[src/design/sbb_pkg.sv]
`timescale 1ns / 1ps
`default_nettype none
// ----------------------------------------------------------------------------
// sbb_pkg
// Shared types and constants of the separable 5x5 binomial blur core.
// ----------------------------------------------------------------------------
package sbb_pkg;

   localparam int MAX_WIDTH    = 2048;
   localparam int MAX_HEIGHT   = 4096;
   localparam int SAMPLE_BITS  = 16;
   localparam int MIN_DIM      = 5;

   localparam int COL_BITS     = $clog2(MAX_WIDTH);
   localparam int IN_ROW_BITS  = $clog2(MAX_HEIGHT + 2);
   localparam int OUT_ROW_BITS = $clog2(MAX_HEIGHT);
   localparam int WIDTH_BITS   = $clog2(MAX_WIDTH + 1);
   localparam int HEIGHT_BITS  = $clog2(MAX_HEIGHT + 1);

   localparam int NUM_SLOTS    = 4;
   localparam int SLOT_BITS    = $clog2(NUM_SLOTS);
   localparam int WINDOW_DEPTH = 4;
   localparam int DELAY_DEPTH  = 2;

   localparam int KERNEL_SHIFT = 8;
   localparam int VSUM_BITS    = SAMPLE_BITS + KERNEL_SHIFT / 2;
   localparam int HSUM_BITS    = SAMPLE_BITS + KERNEL_SHIFT;
   localparam int ROUND_HALF   = 1 << (KERNEL_SHIFT - 1);

   localparam int CFG_WIDTH_BITS  = 12;
   localparam int CFG_HEIGHT_BITS = 13;
   localparam int CSR_DATA_BITS   = 13;
   localparam int CSR_INDEX_BITS  = 1;

   localparam logic [CSR_INDEX_BITS-1:0] CSR_FRAME_WIDTH  = 1'd0;
   localparam logic [CSR_INDEX_BITS-1:0] CSR_FRAME_HEIGHT = 1'd1;

   localparam logic ACTION_SAMPLE = 1'b0;
   localparam logic ACTION_FLUSH  = 1'b1;

   typedef struct packed {
      logic                   action;
      logic [SAMPLE_BITS-1:0] in_sample;
   } req_beat_type;

   typedef struct packed {
      logic [SAMPLE_BITS-1:0] out_sample;
      logic                   end_of_line;
      logic                   end_of_frame;
   } rsp_beat_type;

   typedef struct packed {
      logic                 vert;
      logic                 emit;
      logic                 eol;
      logic                 eof;
      logic                 interior;
      logic [SLOT_BITS-1:0] slot;
   } item_ctrl_type;

endpackage
`default_nettype wire

[src/design/sbb_hsum.sv]
`timescale 1ns / 1ps
`default_nettype none
// ----------------------------------------------------------------------------
// sbb_hsum
// Column-sum window, horizontal [1 4 6 4 1] sum, rounding and result register.
// ----------------------------------------------------------------------------
module sbb_hsum (
   input  wire logic                           clock,
   input  wire logic                           reset,
   input  wire logic                           csr_write_en,
   input  wire logic                           s1_valid,
   input  wire sbb_pkg::item_ctrl_type         s1_ctrl,
   input  wire logic [sbb_pkg::VSUM_BITS-1:0]   s1_vsum,
   input  wire logic [sbb_pkg::SAMPLE_BITS-1:0] s1_center,
   output      logic                           s2_ready,
   output      logic                           rsp_valid,
   input  wire logic                           rsp_stall,
   output      sbb_pkg::rsp_beat_type          rsp_data
);
   import sbb_pkg::*;

   logic                   s2_valid_ff, s2_valid_in;
   item_ctrl_type          s2_ctrl_ff;
   logic [VSUM_BITS-1:0]   s2_vsum_ff;
   logic [SAMPLE_BITS-1:0] s2_border_ff;
   logic [SAMPLE_BITS-1:0] delay_ff [DELAY_DEPTH];
   logic [VSUM_BITS-1:0]   win_ff [WINDOW_DEPTH];
   logic [VSUM_BITS-1:0]   win_in [WINDOW_DEPTH];
   logic                   rsp_valid_ff, rsp_valid_in;
   rsp_beat_type           rsp_data_ff, rsp_data_in;
   logic                   out_ready;
   logic                   s2_leave;
   logic [HSUM_BITS-1:0]   hsum;

   always_comb begin
      out_ready   = !rsp_valid_ff || !rsp_stall;
      s2_ready    = !s2_valid_ff || !s2_ctrl_ff.emit || out_ready;
      s2_leave    = s2_valid_ff && s2_ready;
      s2_valid_in = s2_ready ? s1_valid : s2_valid_ff;
   end

   always_comb begin
      hsum = HSUM_BITS'(win_ff[3])
             + (HSUM_BITS'(win_ff[2]) << 2)
             + (HSUM_BITS'(win_ff[1]) << 2) + (HSUM_BITS'(win_ff[1]) << 1)
             + (HSUM_BITS'(win_ff[0]) << 2)
             + HSUM_BITS'(s2_vsum_ff)
             + HSUM_BITS'(ROUND_HALF);
      rsp_data_in.out_sample   = s2_ctrl_ff.interior ? hsum[KERNEL_SHIFT +: SAMPLE_BITS]
                                                     : s2_border_ff;
      rsp_data_in.end_of_line  = s2_ctrl_ff.eol;
      rsp_data_in.end_of_frame = s2_ctrl_ff.eof;
      rsp_valid_in = out_ready ? (s2_valid_ff && s2_ctrl_ff.emit) : rsp_valid_ff;
   end

   // window clears at frame end and on every frame size write
   always_comb begin
      for (int i = 0; i < WINDOW_DEPTH; i++) begin
         win_in[i] = win_ff[i];
      end
      if (csr_write_en || (s2_leave && s2_ctrl_ff.eof)) begin
         for (int i = 0; i < WINDOW_DEPTH; i++) begin
            win_in[i] = '0;
         end
      end else if (s2_leave) begin
         win_in[0] = s2_vsum_ff;
         for (int i = 1; i < WINDOW_DEPTH; i++) begin
            win_in[i] = win_ff[i-1];
         end
      end
   end

   always_ff @(posedge clock) begin
      if (reset) begin
         s2_valid_ff  <= 1'b0;
         rsp_valid_ff <= 1'b0;
         for (int i = 0; i < WINDOW_DEPTH; i++) begin
            win_ff[i] <= '0;
         end
      end else begin
         s2_valid_ff  <= s2_valid_in;
         rsp_valid_ff <= rsp_valid_in;
         for (int i = 0; i < WINDOW_DEPTH; i++) begin
            win_ff[i] <= win_in[i];
         end
      end
   end

   // border sample is the center line tap of two beats earlier
   always_ff @(posedge clock) begin
      if (s2_ready) begin
         s2_ctrl_ff   <= s1_ctrl;
         s2_vsum_ff   <= s1_vsum;
         s2_border_ff <= delay_ff[DELAY_DEPTH-1];
      end
      if (s1_valid && s2_ready) begin
         delay_ff[0] <= s1_center;
         for (int i = 1; i < DELAY_DEPTH; i++) begin
            delay_ff[i] <= delay_ff[i-1];
         end
      end
      if (out_ready) begin
         rsp_data_ff <= rsp_data_in;
      end
   end

   assign rsp_valid = rsp_valid_ff;
   assign rsp_data  = rsp_data_ff;

endmodule
`default_nettype wire

[config.mk]
export PLATFORM = sky130hd
export DESIGN_NAME = sbb_hsum
export DESIGN_NICKNAME = d
export VERILOG_FILES = /design/src/design/sbb_pkg.sv /design/src/design/sbb_hsum.sv
export SDC_FILE = /design/constraint.sdc
export NUM_CORES = 1
export LEC_CHECK = 0
export BUFFER_PORTS_ARGS = -buffer_cell sky130_fd_sc_hd__buf_2
export CORE_UTILIZATION = 55
export CTS_BUF_LIST = sky130_fd_sc_hd__clkbuf_2 sky130_fd_sc_hd__clkbuf_4 sky130_fd_sc_hd__clkbuf_8
export DETAILED_ROUTE_END_ITERATION = 12
export PLACE_DENSITY = 0.74
export SLEW_MARGIN = 5
export SYNTH_ARGS = -nofsm -noshare
export SYNTH_HDL_FRONTEND = slang
export SYNTH_SLANG_ARGS = --single-unit
[constraint.sdc]
create_clock -name clock -period 5.4 [get_ports clock]
set_clock_uncertainty 0.2 [all_clocks]
set_input_delay 0.54 -clock clock [delete_from_list [all_inputs] [get_ports clock]]
set_output_delay 0.54 -clock clock [all_outputs]
set_load 0.01 [all_outputs]
== Yosys cells after proc, flatten, opt, wreduce, memory -nomap -nowiden ==
Memory sizes are Yosys's and may differ from the RTL's. A register that Yosys moved wholly into a read port is not among the register bits.
Cells that the tools add are included.

* Memories kept: 2
* Word-level logic and storage cells: 46
* Flip-flop bits (word level): 44
* Bits in read-only memories: 0
* RAM bits: 112
* Bits in latches: 0

{| class="wikitable"
|+ Memories
! memory !! words !! width !! read ports !! clocked after Yosys merged registers in !! wr ports !! line !! RTL
|-
| win_ff || 4 || 20 || 4 || 0 || 4 || sbb_hsum.sv:27 || <nowiki>logic [VSUM_BITS-1:0] win_ff [WINDOW_DEPTH];</nowiki>
|-
| delay_ff || 2 || 16 || 2 || 1 || 2 || sbb_hsum.sv:26 || <nowiki>logic [SAMPLE_BITS-1:0] delay_ff [DELAY_DEPTH];</nowiki>
|}

* $lt $le $gt $ge: 0
* Reductions and logical operators: 12
* Eq/ne operators: 0
* Muxes and demuxes: 12
* Div/mod/pow operators: 0
* $add $sub $neg: 6
* Multiply operators: 0
* Bitwise logic cells: 4
* Shifts and indexed selects: 0

{| class="wikitable"
|+ Operator list
! cell !! count
|-
| $mux W80 || 2
|-
| $mux W20 || 4
|-
| $add A23 B22 Y24 || 1
|-
| $add A24 B20 Y24 || 1
|-
| $add A24 B21 Y24 || 1
|-
| $add A24 B22 Y24 || 1
|-
| $add A24 B8 Y24 const B || 1
|-
| $add A20 B22 Y23 || 1
|-
| $mux W16 || 1
|-
| $mux W1 || 5
|-
| $logic_and A1 B1 Y1 || 4
|-
| $logic_not A1 Y1 || 4
|-
| $logic_or A1 B1 Y1 || 4
|-
| $or A1 B1 Y1 || 4
|}

== Depth between registers and ports, before layout ==
* Depth after elaboration: 8
* Depth in mapped cells: 16
* Depth with buffers taken out: 15

== Worst setup path before layout ==
No wires, ideal clock.

* Path kind: flip-flop to flip-flop
* Start: memory win_ff[0][25] in the netlist's numbering
* End: register rsp_data_ff, in the netlist rsp_data[10], data pin
* Setup time: 260 ps
* Clock period less this slack: 4344 ps
* Data arrival time: 3884 ps
* Buffers on the path: 0
* Path slack: 1056 ps
* Stages on the path, launching flop included: 14
* Required time: 4940 ps
* Cell sequence: dfxtp_1 > fa_1 > inv_1 > fa_1 > fa_1 > inv_1 > fa_1 > ha_1 > a21oi_1 > o21ai_2 > a221o_2 > a21oi_2 > xnor2_1 > mux2_4

{| class="wikitable"
|+ RTL lines
! element !! line !! RTL
|-
| start, declared || sbb_hsum.sv:27 ||
|-
| end signal, assigned || sbb_hsum.sv:103 || <nowiki>rsp_data_ff <= rsp_data_in;</nowiki>
|-
| end, declared || sbb_hsum.sv:30 || <nowiki>rsp_beat_type rsp_data_ff, rsp_data_in;</nowiki>
|}

==> metrics.cfg <==
[drt]
firstDrtPassIters = 5
ant_nets = 0
drt_wl_total_um = 15830
post_drt_wl_per_cell_um = 13.79
via_per_inst = 5.058
vias = 5807
first_iter_violations = 321
drc = 0

[sta]
tightest_slew_ns = 0.8666
finalSetupTns_ns = 0
relSlewSlack_pct = 42.09
grt_setup_unrepaired = false
fmaxAchievable_mhz = 215.5
hold_viol = 0
slew_viol_final = 0
fin_crit_sh_pct = 85.93
setup_viol = 0
hold-worst-slack_ns = 0.03302
post-route-min-period_ns = 4.640
fin_ws_ns = 0.7595

[setup_path]
start_kind = flip-flop
critPathArrivalTime_ns = 4.67
crit_fanout = 5
crit_type = flip-flop to flip-flop
endpoint_kind = flip-flop
r2r.worst_path.cells = 13
crit_required_ns = 5.43

[yosys]
synth.area.top_cells = edfxtp_1, dfxtp_1, fa_1
ys_seq_area_share_pct = 48.04
synth_seq_cells = 172
synth_top_area_share_pct = 29.89
avgSynthCellArea_um2 = 10.65
synth_nets = 1012
synth_most_common_cell = nand2_1
async_flop_share_pct = 0
syn_inst = 849
synth_top_area_cell = edfxtp_1
yosysWarnings = 0
synth_ff_type = edfxtp_1
synth_commonest_cells = nand2_1, inv_1, a21oi_1
syn_area_mm2 = 0.009042
yosysUniqueCellTypes = 56
synth-edff-count = 90

[die]
fp.dieW_um = 130.2
die_height_um = 130.2
die_area_mm2 = 0.01696
rows = 46
ioPinCount = 68
initial_core_util_pct = 56.72
core_mm2 = 0.01594

[power]
vdd.ir_drop.worst_mv = 0.2261
finalPower_w = 0.002606
p_leak_nw = 4.069
power_density_mw_per_mm2 = 258.3

[global_route]
grt-ovfl-total = 0
grt_max_degree = 81
grt_pass1_vias = 5576
grt_use_total_pct = 20.34
antenna_found_initial = 0
grt_pass1_wl_um = 26280

[layout]
layout-drive-gt1-share_pct = 13.52
fillers = 1312
nets = 1082
final_util_pct = 63.29
area_growth_pct = 11.58
num_antenna_cells = 0

[min_path]
hold_class = input pin to flip-flop
hold_depth = 1

[run]
maxCapViolations = 0

[place]
numPortBuffers = 64
dp_hpwl_um = 11060
gp_congestion = 0.8534
pre_cts_slack_ns = 0.7646

[clock_tree]
clockBufferDepth = 2
clk_latency_ns = 0.47
h-tree-depth = 4
cts_sinks = 172
cts-buffers-inserted = 17
clk_pin_slew_ns = 0.11
cts_tree = built
cts_root_buf = clkbuf_8

[outcome]
status = completed

## report_power, final
part / leakage [nW] / switching (W) / internal, W
registers: 1.59 / 0.0000228 / 0.00143
clock network: 0.208 / 0.000556 / 0.000358
logic: 2.27 / 0.000146 / 0.0000965
total: 4.07 / 0.000724 / 0.00188
## final timing paths
kind,start,to,slack (ns)
worst max register to register,win_ff[0][25],rsp_data[10],0.76
worst min register to register,delay_ff[0][1],delay_ff[1][1],0.23
worst min-delay path,s1_vsum[12],s2_vsum_ff[12],0.03
worst max-delay path,win_ff[0][25],rsp_data[10],0.76
## area by class of cell
| cell class | instances | area, µm² | area share (%) |
|---|---|---|---|
| clock buffers | 17 | 234.0 | 2.319 |
| clock inverters | 15 | 192.7 | 1.910 |
| inverters | 140 | 525.5 | 5.208 |
| multi-input cells | 504 | 4018 | 39.82 |
| flip-flops and latches | 172 | 4344 | 43.06 |
| well taps | 216 | 270.3 | 2.679 |
| repair buffers | 84 | 505.5 | 5.010 |
## cells in the final DEF, fill, tap and decap left out, drive strengths merged, types with 2 or more instances in the layout
| cell | count |
|---|---|
| edfxtp | 90 |
| nand3 | 8 |
| dlygate4sd3 | 14 |
| fa | 77 |
| nand2b | 2 |
| nand4 | 6 |
| a211oi | 5 |
| a31oi | 2 |
| dfxtp | 82 |
| mux2 | 9 |
| buf | 70 |
| a211o | 2 |
| a21o | 6 |
| a22oi | 2 |
| o21a | 4 |
| clkinv | 10 |
| o22ai | 2 |
| clkbuf | 17 |
| a21oi | 101 |
| o21bai | 2 |
| inv | 144 |
| o21ai | 11 |
| xor2 | 7 |
| xnor2 | 5 |
| nor2 | 9 |
| and4 | 2 |
| ha | 38 |
| nand2 | 184 |
| and2 | 5 |
## worst max-delay path: stages (launching register included)
cell and delay [ns]:
dfxtp_1 0.37, fa_1 0.54, inv_1 0.05, fa_1 0.48, fa_1 0.55, inv_1 0.05
fa_1 0.46, ha_1 0.37, a21oi_1 0.20, o21ai_2 0.13, a221o_2 0.46, a21oi_2 0.15
xnor2_1 0.10, mux2_4 0.27
## metal layers
metal | track usage [%] | wire length [µm] | share of wire, %
met3 | 4.592 | 577 | 3.6
met1 | 25.10 | 6713 | 42
met2 | 35.61 | 8327 | 53
met5 | 0 | 0 | 0
met4 | 6.088 | 211 | 1.3
## registers in the layout, indices dropped and copies added (netlist names)
name,cells
s2_ctrl_ff,2
rsp_data,18
rsp_valid,1
delay_ff,32
s2_border_ff,16
s2_valid_ff,1
rsp_data_in,2
win_ff,80
s2_vsum_ff,20
## kinds of logic after synthesis
group | share of synthesized area (%)
adders and majority gates | 22.31
buffers and inverters | 7.583
and+or+nand+nor | 10.35
AOI/OAI and AO/OA | 9.285
muxes | 1.273
DFF | 48.04
xor gates and xnor gates | 1.162
## what timing repair did
action,in CTS,in global routing
resized for setup,0,0
hold buffers,0,14
setup buffers,0,0
endpoints found under the hold margin,0,14
## stage by stage
step,area (µm²),std cells
6_report,10090,1148
5_1_grt,10090,1148
4_1_cts,9950,1134
3_5_place_dp,9523,1102
3_3_place_gp,9523,1102
2_1_floorplan,9042,849
(Power assumes the default switching activity.)
