File: src/design/sbb_pkg.sv
`timescale 1ns / 1ps
`default_nettype none
// ----------------------------------------------------------------------------
// sbb_pkg
// Shared types and constants of the separable 5x5 binomial blur core.
// ----------------------------------------------------------------------------
package sbb_pkg;

   localparam int MAX_WIDTH    = 2048;
   localparam int MAX_HEIGHT   = 4096;
   localparam int SAMPLE_BITS  = 16;
   localparam int MIN_DIM      = 5;

   localparam int COL_BITS     = $clog2(MAX_WIDTH);
   localparam int IN_ROW_BITS  = $clog2(MAX_HEIGHT + 2);
   localparam int OUT_ROW_BITS = $clog2(MAX_HEIGHT);
   localparam int WIDTH_BITS   = $clog2(MAX_WIDTH + 1);
   localparam int HEIGHT_BITS  = $clog2(MAX_HEIGHT + 1);

   localparam int NUM_SLOTS    = 4;
   localparam int SLOT_BITS    = $clog2(NUM_SLOTS);
   localparam int WINDOW_DEPTH = 4;
   localparam int DELAY_DEPTH  = 2;

   localparam int KERNEL_SHIFT = 8;
   localparam int VSUM_BITS    = SAMPLE_BITS + KERNEL_SHIFT / 2;
   localparam int HSUM_BITS    = SAMPLE_BITS + KERNEL_SHIFT;
   localparam int ROUND_HALF   = 1 << (KERNEL_SHIFT - 1);

   localparam int CFG_WIDTH_BITS  = 12;
   localparam int CFG_HEIGHT_BITS = 13;
   localparam int CSR_DATA_BITS   = 13;
   localparam int CSR_INDEX_BITS  = 1;

   localparam logic [CSR_INDEX_BITS-1:0] CSR_FRAME_WIDTH  = 1'd0;
   localparam logic [CSR_INDEX_BITS-1:0] CSR_FRAME_HEIGHT = 1'd1;

   localparam logic ACTION_SAMPLE = 1'b0;
   localparam logic ACTION_FLUSH  = 1'b1;

   typedef struct packed {
      logic                   action;
      logic [SAMPLE_BITS-1:0] in_sample;
   } req_beat_type;

   typedef struct packed {
      logic [SAMPLE_BITS-1:0] out_sample;
      logic                   end_of_line;
      logic                   end_of_frame;
   } rsp_beat_type;

   typedef struct packed {
      logic                 vert;
      logic                 emit;
      logic                 eol;
      logic                 eof;
      logic                 interior;
      logic [SLOT_BITS-1:0] slot;
   } item_ctrl_type;

endpackage
`default_nettype wire

File: src/design/sbb_ctrl.sv
`timescale 1ns / 1ps
`default_nettype none
// ----------------------------------------------------------------------------
// sbb_ctrl
// Frame size registers and raster counters; classifies each accepted beat.
// ----------------------------------------------------------------------------
module sbb_ctrl (
   input  wire logic                              clock,
   input  wire logic                              reset,
   input  wire logic                              csr_write_en,
   input  wire logic [sbb_pkg::CSR_INDEX_BITS-1:0] csr_index,
   input  wire logic [sbb_pkg::CSR_DATA_BITS-1:0]  csr_data,
   input  wire logic                              req_valid,
   input  wire sbb_pkg::req_beat_type             req_data,
   input  wire logic                              s1_ready,
   output      logic                              item_valid,
   output      sbb_pkg::item_ctrl_type            item_ctrl,
   output      logic [sbb_pkg::COL_BITS-1:0]       item_col,
   output      logic [sbb_pkg::SAMPLE_BITS-1:0]    item_sample,
   output      logic                              wr_en
);
   import sbb_pkg::*;

   logic [COL_BITS-1:0]     in_col_ff, in_col_in;
   logic [IN_ROW_BITS-1:0]  in_row_ff, in_row_in;
   logic [COL_BITS-1:0]     out_col_ff, out_col_in;
   logic [OUT_ROW_BITS-1:0] out_row_ff, out_row_in;
   logic [WIDTH_BITS-1:0]   width_ff, width_in;
   logic [HEIGHT_BITS-1:0]  height_ff, height_in;

   logic [CFG_WIDTH_BITS-1:0]  raw_width;
   logic [CFG_HEIGHT_BITS-1:0] raw_height;
   logic                       accept;
   logic                       in_frame;
   logic                       real_sample;
   logic                       ignore;
   logic                       emit;
   logic                       eol;
   logic                       eof;
   logic                       interior;
   logic                       col_last;

   assign raw_width  = csr_data[CFG_WIDTH_BITS-1:0];
   assign raw_height = csr_data[CFG_HEIGHT_BITS-1:0];

   always_comb begin
      accept      = req_valid && s1_ready;
      in_frame    = in_row_ff < IN_ROW_BITS'(height_ff);
      ignore      = (req_data.action == ACTION_FLUSH) && in_frame;
      real_sample = (req_data.action == ACTION_SAMPLE) && in_frame;
      emit        = (in_row_ff > IN_ROW_BITS'(2))
                    || ((in_row_ff == IN_ROW_BITS'(2)) && (in_col_ff >= COL_BITS'(2)));
      eol         = WIDTH_BITS'(out_col_ff) == (width_ff - WIDTH_BITS'(1));
      eof         = eol && (HEIGHT_BITS'(out_row_ff) == (height_ff - HEIGHT_BITS'(1)));
      interior    = (out_row_ff >= OUT_ROW_BITS'(2))
                    && ((HEIGHT_BITS'(out_row_ff) + HEIGHT_BITS'(2)) < height_ff)
                    && (out_col_ff >= COL_BITS'(2))
                    && ((WIDTH_BITS'(out_col_ff) + WIDTH_BITS'(2)) < width_ff);
      col_last    = (WIDTH_BITS'(in_col_ff) + WIDTH_BITS'(1)) >= width_ff;

      item_valid         = accept && !ignore;
      wr_en              = accept && real_sample;
      item_col           = in_col_ff;
      item_sample        = req_data.in_sample;
      item_ctrl.vert     = real_sample && (in_row_ff >= IN_ROW_BITS'(4));
      item_ctrl.emit     = emit;
      item_ctrl.eol      = eol;
      item_ctrl.eof      = eof;
      item_ctrl.interior = interior;
      item_ctrl.slot     = in_row_ff[SLOT_BITS-1:0];
   end

   always_comb begin
      width_in  = width_ff;
      height_in = height_ff;
      if (csr_write_en && (csr_index == CSR_FRAME_WIDTH)) begin
         if (raw_width < CFG_WIDTH_BITS'(MIN_DIM)) begin
            width_in = WIDTH_BITS'(MIN_DIM);
         end else if (raw_width > CFG_WIDTH_BITS'(MAX_WIDTH)) begin
            width_in = WIDTH_BITS'(MAX_WIDTH);
         end else begin
            width_in = WIDTH_BITS'(raw_width);
         end
      end
      if (csr_write_en && (csr_index == CSR_FRAME_HEIGHT)) begin
         if (raw_height < CFG_HEIGHT_BITS'(MIN_DIM)) begin
            height_in = HEIGHT_BITS'(MIN_DIM);
         end else if (raw_height > CFG_HEIGHT_BITS'(MAX_HEIGHT)) begin
            height_in = HEIGHT_BITS'(MAX_HEIGHT);
         end else begin
            height_in = HEIGHT_BITS'(raw_height);
         end
      end
   end

   always_comb begin
      in_col_in  = in_col_ff;
      in_row_in  = in_row_ff;
      out_col_in = out_col_ff;
      out_row_in = out_row_ff;
      if (csr_write_en || (item_valid && emit && eof)) begin
         in_col_in  = '0;
         in_row_in  = '0;
         out_col_in = '0;
         out_row_in = '0;
      end else if (item_valid) begin
         if (emit) begin
            if (eol) begin
               out_col_in = '0;
               out_row_in = out_row_ff + OUT_ROW_BITS'(1);
            end else begin
               out_col_in = out_col_ff + COL_BITS'(1);
            end
         end
         if (col_last) begin
            in_col_in = '0;
            in_row_in = in_row_ff + IN_ROW_BITS'(1);
         end else begin
            in_col_in = in_col_ff + COL_BITS'(1);
         end
      end
   end

   always_ff @(posedge clock) begin
      if (reset) begin
         in_col_ff  <= '0;
         in_row_ff  <= '0;
         out_col_ff <= '0;
         out_row_ff <= '0;
         width_ff   <= WIDTH_BITS'(MAX_WIDTH);
         height_ff  <= HEIGHT_BITS'(MAX_HEIGHT);
      end else begin
         in_col_ff  <= in_col_in;
         in_row_ff  <= in_row_in;
         out_col_ff <= out_col_in;
         out_row_ff <= out_row_in;
         width_ff   <= width_in;
         height_ff  <= height_in;
      end
   end

endmodule
`default_nettype wire

File: config.mk
export PLATFORM = sky130hd
export DESIGN_NAME = sbb_ctrl
export DESIGN_NICKNAME = d
export VERILOG_FILES = /design/src/design/sbb_pkg.sv /design/src/design/sbb_ctrl.sv
export SDC_FILE = /design/constraint.sdc
export NUM_CORES = 1
export LEC_CHECK = 0
export BUFFER_PORTS_ARGS = -buffer_cell sky130_fd_sc_hd__buf_4
export CAP_MARGIN = 30
export CORE_MARGIN = 2
export CORE_UTILIZATION = 60
export CTS_BUF_LIST = sky130_fd_sc_hd__clkbuf_4 sky130_fd_sc_hd__clkbuf_8
export CTS_CLUSTER_SIZE = 25
export DETAILED_ROUTE_END_ITERATION = 8
export GPL_ROUTABILITY_DRIVEN = 0
export GPL_TIMING_DRIVEN = 0
export PLACE_DENSITY = 0.82
export REMOVE_ABC_BUFFERS = 1
export SLEW_MARGIN = 20
export SYNTH_ARGS = -nofsm -noshare
export SYNTH_HDL_FRONTEND = slang
export SYNTH_SLANG_ARGS = --single-unit
File: constraint.sdc
create_clock -name clock -period 3.95 [get_ports clock]
set_input_delay 0.79 -clock clock [delete_from_list [all_inputs] [get_ports clock]]
set_output_delay 0.79 -clock clock [all_outputs]
set_load 0.01 [all_outputs]
# After elaboration in Yosys (flattened, before gate mapping)
# Cells that the tools add are included.
# totals
regBits	72
input_bits	36
wordCells	61
out_inout_bits	36
# classes
magnitude_cmp	13
reduce_logical	22
bitwise	2
muxes	6
eq_ne	3
n_addsub	9
# op_table
op	count
< comparator 13 bit	2
2-to-1 mux 13 bit	2
2-to-1 mux 12 bit	2
adder 11 x 1 -> 11 bit, second input constant	2
greater-or-equal comparator 11 x 2 -> 1 bit, second input constant	2
2-to-1 mux 11 bit	2
logical AND 1 bit	15
adder 12 x 2 -> 13 bit, second input constant	1
adder 13 x 1 -> 13 bit, second input constant	1
== test 12 x 13 -> 1 bit	1
== test 13 x 2 -> 1 bit, second input constant	1
greater-or-equal comparator 13 x 3 -> 1 bit, second input constant	1
greater-than comparator 13 bit, second input constant	1
greater-than comparator 13 x 2 -> 1 bit, second input constant	1
< comparator 13 x 3 -> 1 bit, second input constant	1
subtractor 13 x 1 -> 13 bit, second input constant	1
adder 11 x 1 -> 12 bit, second input constant	1
adder 11 x 2 -> 12 bit, second input constant	1
adder 12 x 1 -> 12 bit, second input constant	1
== test 11 x 12 -> 1 bit	1
greater-or-equal comparator 12 bit	1
greater-or-equal comparator 12 x 2 -> 1 bit, second input constant	1
greater-than comparator 12 bit, second input constant	1
< comparator 12 bit	1
other kinds (8)	11

# Longest topological paths before layout
# Gate-level depths: netlist of the first run.
# depth
depth_word	8
mapped_depth	16
mapped_depth_nobuf	13

# Worst setup path before layout of the first run
# Ideal clock, no wire load.
# synth_path
kind	register to register
startpoint	register in_col_ff[2], in the netlist item_col[2]
endpoint	register in_col_ff[7], in the netlist item_col[7]
period_less_slack_ps	3384
setup_time_ps	66
setup_slack_ps	566
path_stages_with_launch	16
t_arrival_ps	3318
path_buffers	2
t_required_ps	3884
cell_sequence	dfxtp_1 -> and3_1 -> and3_1 -> and3_1 -> clkbuf_1 -> nand3_1 -> xnor2_1 -> ha_1 -> a21o_1 -> a21o_1 -> a21oi_1 -> o21ai_0 -> clkbuf_1 -> nor3_1 -> nand3b_1 -> a21oi_2
# synth_between
elab_chain_len	7
elab_cells_between_ends	11
cone_classes	add/sub (2); order compare (2); mux (1); reduce/logical (6)
# synth_lines
element	line	text
from (decl)	sbb_ctrl.sv:24	logic [COL_BITS-1:0] in_col_ff, in_col_in;
from (signal assigned)	sbb_ctrl.sv:133	in_col_ff <= in_col_in;
branches (longest 7 deep; another with adder 11 x 1 -> 12 bit)	n/a	
# Parallel ways; which one is timed is not known.
# A chain may end at the register's enable or synchronous reset.

==> out/qor.yml, run 1 <==
startpoint: "width_ff[2]"
grt_pass1_wl_um: 24770
r2r_slack_ns: 0.34
hold_path.class: "reg2reg"
wl_per_cell_um: 17.02
cts_tree: "built"
grt-ovfl-total: 0
fin_crit_ns: 3.795
worstPathRequired_ns: 3.16
period_share: 0.9607
p_leak_uw: 0.002586
crit_type: "reg2out"
synth_most_common_cell: "dfxtp_1"
status: "complete, no violations"
reg2reg_to: "item_col[9]"
worstMarginPinSlew_ns: 0.8121
start_util: 0.6138
arrival_ns: 3.00
cts_root_buf: "clkbuf_8"
regToRegStartpoint: "width_ff[2]"
cts_inserted_buffers: 9
skew_ns: 0.007878
drive_above_1_share: 0.1607
finalNonFillerCells: 886
synthFlopType: "dfxtp_1"
crit_fanout: 8
async_flop_share: 0
vias: 5634
via_per_inst: 6.359
synth_area_leaders: "dfxtp_1 (24%), ha_1 (13%), xor2_1 (5.2%)"
cts.sinks: 72
wirelength_um: 15080
max_slew_margin: 0.4536
combinationalPowerShare: 0.132
power.internal_uw: 1249
pwr_density_cell_nw_per_um2: 262.9
switchingPower_uw: 454.1
dp_cells: 864
ir_drop_uv: 197.8
hold_violations: 0
synthToLayoutAreaGrowth_pct: 9.009
grt.total_usage: 0.2791
ys_seq_elements: 72
design.die.area_um2: 10720
layout.nets: 846
rsz0062_at_grt: "false"
ctsHoldBuffers: 0
place.port_buffers: 39
hpwl_um: 11230
p_clk_frac: 0.430
clockBufferDepth: 2
diodes: 0
syn_area_per_cell_um2: 7.863
grt_pass1_vias: 5137
place_ws_ns: -0.02679
slew_violations: 0
drc_errors: 0
dieHeight_um: 103.5
ys_seq_area_frac: 0.2425
synth_top_cell_by_area: "dfxtp_1"
power.total_uw: 1703
endpoint_kind: "output pin"
yosys_warnings: 0
timing.critical_path.to: "item_ctrl[3]"
htree_levels: 3
netSwitchingFraction: 0.2666
worst_slack_ns: 0.1551
detail-route-antenna-nets: 0
syn_inst: 756
synth_cell_types: 65
grt_antenna_before_repair: 0
maxCapViolCount: 0
critPathLaunchType: "flop"
synthTopCellsByCount: "dfxtp_1 (72), ha_1 (62), nor2_1 (57), a21oi_1 (47), inv_1 (43)"
insertion_delay_ns: 0.37
ios: 72
synth_edf_count: 0
finalSetupViolCount: 0
yosys.area.top_type_share: 0.2425
die_w_um: 103.5
core_area_um2: 9684
dr.pass1.iters: 5
final_util: 0.6691
path_clk_slew_ns: 0.08
syn-cell-area_um2: 5944
dr.first_iter.drc_count: 485
grt_max_degree: 31
max_clock_freq_ghz: 0.2635
pwr-share-seq: 0.438
rows: 36
reg2regPathDepth: 9
[critical path: stages (launching register included)]
cell and delay, ns:
dfxtp_1 0.39, nor4_2 0.53, nand2_1 0.15, xnor2_1 0.17, or4_1 0.54, or4_4 0.56
nor2_1 0.15, buf_4 0.14
[worst min path at each step]
stage                   from       endpoint  slack (ns)  depth (start not counted)
6_report        width_ff[11]   width_ff[11]        0.52                          2
5_1_grt        out_row_ff[5]  out_row_ff[5]        0.57                          2
4_1_cts         width_ff[11]   width_ff[11]        0.53                          2
3_5_place_dp   height_ff[12]  height_ff[12]        0.52                          2
3_3_place_gp   height_ff[12]  height_ff[12]        0.50                          2
2_1_floorplan  in_row_ff[12]  in_row_ff[12]        0.47                          2
[layer usage]
layer  up-vias  wire (µm)  global-route usage  share of wire
li1       2695          -                   -              -
met5         -          0                   0              0
met1      2673       6775              0.3680           0.45
met3        37        939             0.05538          0.062
met2       229       6970              0.4447           0.46
met4         0        392              0.1216          0.026
[layout by cell type (no fill, tap or decap), types with 3 or more instances in the layout]
master and count:
dfxtp_1 61, ha_1 59, nor2_1 57, a21oi_1 47, buf_4 43, inv_1 42, nand2_1 39, xor2_1 35
xnor2_1 32, nand3_1 30, nand4_1 26, o21ai_0 22, a22oi_1 21, and3_1 20, or4_1 17, nor3_1 15
nor2_2 15, o31ai_1 13, nor2b_1 12, or3_1 12, nor4_1 11, clkbuf_8 9, o211ai_1 8, and2_1 6
dfxtp_4 6, a31oi_1 5, nand2b_1 5, a21oi_2 5, dfxtp_2 5, and4_1 4, o21a_1 4, a211oi_1 4
nor3b_1 3, bufinv_16 3, buf_6 3
[power groups by stage]
stage,Combinational [µW],Sequential (µW),Clock (µW)
finish,225,746,732
global route,247,748,775
CTS,219,748,730
detailed placement,217,766,0
global placement,196,765,0
floorplan,142,761,0
[per-stage QoR]
stage / instance area, µm² / hold WS [ns] / setup TNS [ns]
after floorplan: 5574 / 0.4693 / -37.06
after global placement: 6033 / 0.4969 / -122.61
after detailed placement: 6107 / 0.5153 / -0.2196
after CTS: 6380 / 0.5257 / 0
after global routing: 6480 / 0.5673 / 0
final: 6480 / 0.5227 / 0
[layout make-up]
cell class | count | area (µm²)
tap | 133 | 166.4
fill | 764 | 3204
clock inverter | 6 | 107.6
sequential | 72 | 1470
clock buffer | 10 | 131.4
inverter | 43 | 161.4
multi-input combinational | 573 | 4051
timing repair buffer | 49 | 391.6
[sequential cells by signal, indices dropped and copies added (netlist names)]
register / cells
out_col_ff: 11
item_col: 11
width_ff: 12
height_ff: 13
out_row_ff: 12
in_row_ff: 13
[cells by family (layout without fill, tap and decap cells)]
logic type,Yosys count,after routing,share of synthesized area
AOI/OAI and AO/OA,155,155,0.1728
xor gates and xnor gates,68,68,0.1015
adders and majority gates,62,62,0.1305
buffers and inverters,111,108,0.08945
DFF,72,72,0.2425
muxes,2,2,0.003578
and+or+nand+nor,286,286,0.2597
[what timing repair did]
item / CTS / global route
buffers inserted: 0 / 4
resized for setup: 11 / 21
pin swaps: 0 / 4
endpoints found under the setup margin: 15 / 16
No activity file was read; power rests on OpenSTA's default activity.
==> inputs of run 2 (changes only) <==
--- a/config.mk
+++ b/config.mk
@@ -5,6 +5,7 @@
 export SDC_FILE = /design/constraint.sdc
 export NUM_CORES = 1
 export LEC_CHECK = 0
+export ABC_AREA = 1
 export BUFFER_PORTS_ARGS = -buffer_cell sky130_fd_sc_hd__buf_4
 export CAP_MARGIN = 30
 export CORE_MARGIN = 2
@@ -14,7 +15,7 @@
 export DETAILED_ROUTE_END_ITERATION = 8
 export GPL_ROUTABILITY_DRIVEN = 0
 export GPL_TIMING_DRIVEN = 0
-export PLACE_DENSITY = 0.82
+export PLACE_DENSITY = 0.81
 export REMOVE_ABC_BUFFERS = 1
 export SLEW_MARGIN = 20
 export SYNTH_ARGS = -nofsm -noshare
==> run 2 against run 1 <==
Net effect: flip-flop and latch count is the same; area after synthesis increased by 15%; wire length rose by 7.8%; total power decreased by 1.0%; critical path type unchanged; die area grew 15%; first-iteration DRC count is 34% lower.
==> out/qor.yml, run 2 <==
status: "complete, no violations"
period_share: 0.9559
wirelength_um: 16250
detail-route-antenna-nets: 0
synthFlopType: "dfxtp_1"
rows: 39
dieHeight_um: 110.9
crit_type: "reg2out"
worstMarginPinSlew_ns: 0.8446
timing.critical_path.to: "item_ctrl[2]"
ios: 72
diodes: 0
via_per_inst: 5.315
cp_num_buf_inv: 2
combinationalPowerShare: 0.146
core_area_um2: 11270
cpPeakStageDelay_ns: 0.43
maxCapViolCount: 0
cts_setup_buffers: 0
syn_inst: 1063
p_leak_uw: 0.003357
worst_slack_ns: 0.1742
ys_seq_elements: 72
max_slew_margin: 0.4349
endpoint_kind: "output pin"
pwr-share-seq: 0.443
grt_pass1_wl_um: 27430
ctsHoldBuffers: 0
clockBufferDepth: 2
whs_ns: 0.4829
reg2reg_to: "item_col[6]"
synth_most_common_cell: "nand2_1"
worstPathRequired_ns: 3.16
ir_drop_uv: 241.7
cts.sinks: 72
place.port_buffers: 39
arrival_ns: 2.99
layout_common_cells: "nand2_1 (269), inv_1 (153), nor2_1 (109)"
skew_ns: 0.01751
startpoint: "out_row_ff[3]"
grt_max_degree: 29
insertion_delay_ns: 0.38
worst-path-stages: 14
rsz0062_at_grt: "false"
dr.pass1.iters: 5
multi_input_area_um2: 4447
async_flop_share: 0
regToRegStartpoint: "item_col[1]"
layout.nets: 1158
ys_seq_area_frac: 0.2104
cts_inserted_buffers: 9
finalSetupViolCount: 0
synth_area_leaders: "dfxtp_1 (21%), nand2_1 (15%), ha_1 (11%)"
cpMaxStageDelayCell: "dfxtp_2"
wl_per_cell_um: 13.45
reg2regPathDepth: 14
slew_violations: 0
path_delay_family: "simple AND/OR/NAND/NOR gates"
grt_antenna_before_repair: 0
synth_edf_count: 0
cts_tree: "built"
design.die.area_um2: 12290
htree_levels: 3
pwr_density_cell_nw_per_um2: 233.1
p_clk_frac: 0.410
grt-ovfl-total: 0
place_ws_ns: 0.3107
path_cells: "nand2_1, nor2_1, nand3_1, nor3_2, nand2_1, xor2_1, inv_1, ha_1, a21oi_1, o21ai_0, a21oi_1, nand3_1, nor3_2, buf_4"
dr.first_iter.drc_count: 321
r2r_slack_ns: 0.34
synthToLayoutAreaGrowth_pct: 5.589
drive_above_1_share: 0.1108
cts_root_buf: "clkbuf_8"
syn_area_per_cell_um2: 6.444
synth_cell_types: 39
yosys_warnings: 0
final_common_cell: "nand2_1"
drc_errors: 0
synth_top_cell_by_area: "dfxtp_1"
yosys.area.top_type_share: 0.2104
syn-cell-area_um2: 6850
max_clock_freq_ghz: 0.2648
vias: 6421
grt_pass1_vias: 6017
largest_registers: "height_ff x13, in_row_ff x13"
netSwitchingFraction: 0.2985
hpwl_um: 12620
power.internal_uw: 1183
grt.total_usage: 0.2693
die_w_um: 110.9
hold_violations: 0
regArea_um2: 1449
crit_fanout: 7
fin_crit_ns: 3.776
start_util: 0.6077
path_clk_slew_ns: 0.10
final_util: 0.6417
hold_path.class: "reg2reg"
switchingPower_uw: 503.4
synthTopCellsByCount: "nand2_1 (270), inv_1 (153), nor2_1 (110), nand3_1 (86), dfxtp_1 (72)"
fillers: 1059
critPathLaunchType: "flop"
run 2: changes by cell type in the layout (fill, tap and decap cells not counted), moves of 18 or more:
| cell | change |
|---|---|
| nor2_1 | +52 |
| nand2_1 | +230 |
| nand3_1 | +56 |
| and3_1 | -20 |
| nor2_4 | +32 |
| inv_1 | +111 |
| xor2_1 | +18 |
| xnor2_1 | -20 |
run 2: power by group through the flow:
stage / Clock (µW) / Combinational, µW / Sequential (µW)
floorplan: 0 / 174 / 760
global placement: 0 / 236 / 764
detailed placement: 0 / 244 / 764
CTS: 702 / 244 / 748
global route: 730 / 280 / 749
finish: 691 / 247 / 748
run 2: cell type report:
cell class                      count  area share
Tap cell                          143     0.02474
Multi-Input combinational cell    774      0.6148
Timing Repair Buffer               40     0.04428
Clock buffer                        9     0.01713
Inverter                          163     0.08459
Clock inverter                      7     0.01418
Sequential cell                    72      0.2003
run 2: logic make-up (layout without fill, tap and decap cells):
group,count (synthesis),in the layout,share of synthesized area
AND/OR/NAND/NOR,556,556,0.3742
buffers and inverters,217,219,0.1434
AO/OA/AOI/OAI,91,91,0.07562
flip-flops,72,72,0.2104
XOR/XNOR,65,65,0.08311
adder cells (fa/ha/maj),62,62,0.1132
run 2: repair_timing:
action                     in CTS  in global routing
pin swaps                       0                  1
resized for setup               4                  6
setup endpoints to repair       1                 13
run 2: worst min-delay path by stage:
stage,depth (start not counted),from,to
global placement,2,width_ff[1],width_ff[1]
floorplan,2,width_ff[1],width_ff[1]
global route,2,width_ff[1],width_ff[1]
finish,2,width_ff[1],width_ff[1]
detailed placement,2,width_ff[1],width_ff[1]
CTS,2,width_ff[1],width_ff[1]
run 2: worst reg2reg max path: stages, from the launching register on:
cell     delay (ns)
dfxtp_1        0.45
ha_1           0.25
nand3_1        0.14
nor2_1         0.17
nand2_1        0.13
nor3_1         0.23
xor2_1         0.22
ha_1           0.26
nand2_1        0.08
nor2_1         0.07
nand3_1        0.06
nand4_1        0.53
nor2_2         0.63
a22oi_1        0.20
nor2_4         0.13
run 2: per-stage QoR:
stage / instance area, µm² / instances / power [µW] / setup TNS (ns)
global placement: 6952 / 1191 / 1000 / -11.76
finish: 7233 / 1208 / 1686 / 0
detailed placement: 6984 / 1192 / 1008 / 0
global route: 7233 / 1208 / 1759 / 0
floorplan: 6480 / 1009 / 933.6 / 0
CTS: 7219 / 1208 / 1694 / 0
run 2: routing by layer:
metal | global-route usage | part of all wire
met3 | 0.06233 | 0.061
met5 | 0 | 0
met4 | 0.08833 | 0.027
met1 | 0.3288 | 0.43
met2 | 0.4675 | 0.48
==> inputs of run 3 (changes only) <==
--- a/config.mk
+++ b/config.mk
@@ -8,7 +8,6 @@
 export ABC_AREA = 1
 export BUFFER_PORTS_ARGS = -buffer_cell sky130_fd_sc_hd__buf_4
 export CAP_MARGIN = 30
-export CORE_MARGIN = 2
 export CORE_UTILIZATION = 60
 export CTS_BUF_LIST = sky130_fd_sc_hd__clkbuf_4 sky130_fd_sc_hd__clkbuf_8
 export CTS_CLUSTER_SIZE = 25
==> run 3 against run 2 <==
Net effect: clock power shrank 20%; first-iteration DRC count shrank 22%; clock skew shrank 0.0029 ns; global-route usage grew 2.5 points; utilization grew 1.2 points; critical path type unchanged; non-clock buffer count is the same; register-to-register slack gained 0.12 ns; critical endpoint unchanged; combinational power is essentially flat; highest routed layer unchanged; setup slack gained 0.038 ns.
==> out/qor.yml, run 3 (synthesized netlist as in run 2, its figures left out) <==
status: "complete, no violations"
maxCapViolCount: 0
dieHeight_um: 108.9
die_w_um: 108.9
hold_violations: 0
grt_pass1_wl_um: 27210
cts_setup_buffers: 0
ir_drop_uv: 235.0
critPathLaunchType: "flop"
slew_violations: 0
netSwitchingFraction: 0.3168
rows: 38
drc_errors: 0
cpMaxStageDelayCell: "dfxtp_1"
multi_input_area_um2: 4449
synthToLayoutAreaGrowth_pct: 4.877
via_per_inst: 5.264
finalNonFillerCells: 1205
grt-ovfl-total: 0
drive_above_1_share: 0.1117
final_common_cell: "nand2_1"
htree_levels: 3
largest_registers: "height_ff x13, in_row_ff x13"
fin_crit_ns: 3.737
detail-route-antenna-nets: 0
hpwl_um: 12630
layout_common_cells: "nand2_1 (269), inv_1 (153), nor2_1 (108)"
path_cells: "inv_1, nor3_1, nand2_1, nor2_1, xor2_1, ha_1, nand2_1, nor2_1, a21oi_1, nand3_1, nor3_2, buf_4"
grt_antenna_before_repair: 0
regArea_um2: 1451
skew_ns: 0.01457
cts_inserted_buffers: 9
cts_root_buf: "clkbuf_8"
switchingPower_uw: 489.4
power.internal_uw: 1056
finalSetupViolCount: 0
grt.total_usage: 0.2941
worstMarginPinSlew_ns: 0.8909
vias: 6343
rsz0062_at_grt: "true"
path_clk_slew_ns: 0.09
power.total_uw: 1545
max_slew_margin: 0.4039
arrival_ns: 2.95
crit_type: "reg2out"
start_util: 0.6237
insertion_delay_ns: 0.38
cts_tree: "built"
diodes: 0
final_util: 0.6541
combinationalPowerShare: 0.159
core_area_um2: 10980
p_clk_frac: 0.357
whs_ns: 0.4759
dp_cells: 1189
clockBufferDepth: 2
max_clock_freq_ghz: 0.2676
period_share: 0.9462
dr.pass1.iters: 5
wirelength_um: 16160
layout.nets: 1158
hold_path.class: "reg2reg"
dr.first_iter.drc_count: 251
endpoint_kind: "output pin"
pwr-share-seq: 0.483
ios: 72
p_leak_uw: 0.003329
worstPathRequired_ns: 3.16
wl_per_cell_um: 13.41
pwr_density_cell_nw_per_um2: 215.1
tns_ns: 0
place.port_buffers: 39
crit_fanout: 6
grt_pass1_vias: 6009
fillers: 1028
cpPeakStageDelay_ns: 0.46
cts.sinks: 72
design.die.area_um2: 11850
grt_max_degree: 29
-- run 3: cell types whose count changed in the layout (fill, tap and decap cells not counted), sizes merged --
cell / change
clkbuf: +1
inv: -2
clkinv: +1
bufinv: -2
clkinvlp: +2
-- run 3: what timing repair did --
item / CTS / global route
hold buffers: 0 / 0
endpoints found under the setup margin: 1 / 12
gates resized for setup: 3 / 9
-- run 3: worst paths after layout --
| path | startpoint | endpoint | depth (start not counted) | slack (ns) |
|---|---|---|---|---|
| worst max register to register | height_ff[11] | in_row_ff[12] | 14 | 0.46 |
| worst min register to register | width_ff[1] | width_ff[1] | 2 | 0.48 |
| worst max-delay path | out_row_ff[6] | item_ctrl[2] | 12 | 0.21 |
| worst min-delay path | width_ff[1] | width_ff[1] | 2 | 0.48 |
-- run 3: final cells by class --
class / instances / area share
inverters: 163 / 0.08516
clock buffers: 10 / 0.01829
multi-input cells: 774 / 0.6193
clock inverters: 6 / 0.006270
flip-flops and latches: 72 / 0.2020
repair buffers: 40 / 0.04458
well taps: 140 / 0.02438
-- run 3: layer usage --
metal	global-route usage	up-vias	wire (µm)
met1	0.3517	2830	7229
met3	0.06993	27	834
met2	0.5118	163	7791
li1	-	3323	-
met4	0.1023	0	299
met5	0	-	0
-- run 3: worst max-delay path: cells and delay by family, from the launching register on --
kind            cells  cell delay, ns
compound gates      1            0.16
buf+inv             2            0.30
xor+xnor            1            0.19
simple gates        7            1.23
fa+ha+maj           1            0.25
flops               1            0.46
-- run 3: power by group through the flow --
stage,Combinational [µW],Sequential (µW),Clock [µW]
floorplan,174,760,0
finish,246,747,552
detailed placement,244,764,0
global placement,235,764,0
CTS,245,747,568
global route,281,748,588
-- run 3: stage by stage --
step | instance area [µm²] | setup slack (ns)
floorplan | 6480 | 0.7034
global placement | 6948 | -0.3234
detailed placement | 6980 | 0.3375
CTS | 7161 | 0.01419
global route | 7184 | -0.05446
finish | 7184 | 0.2126
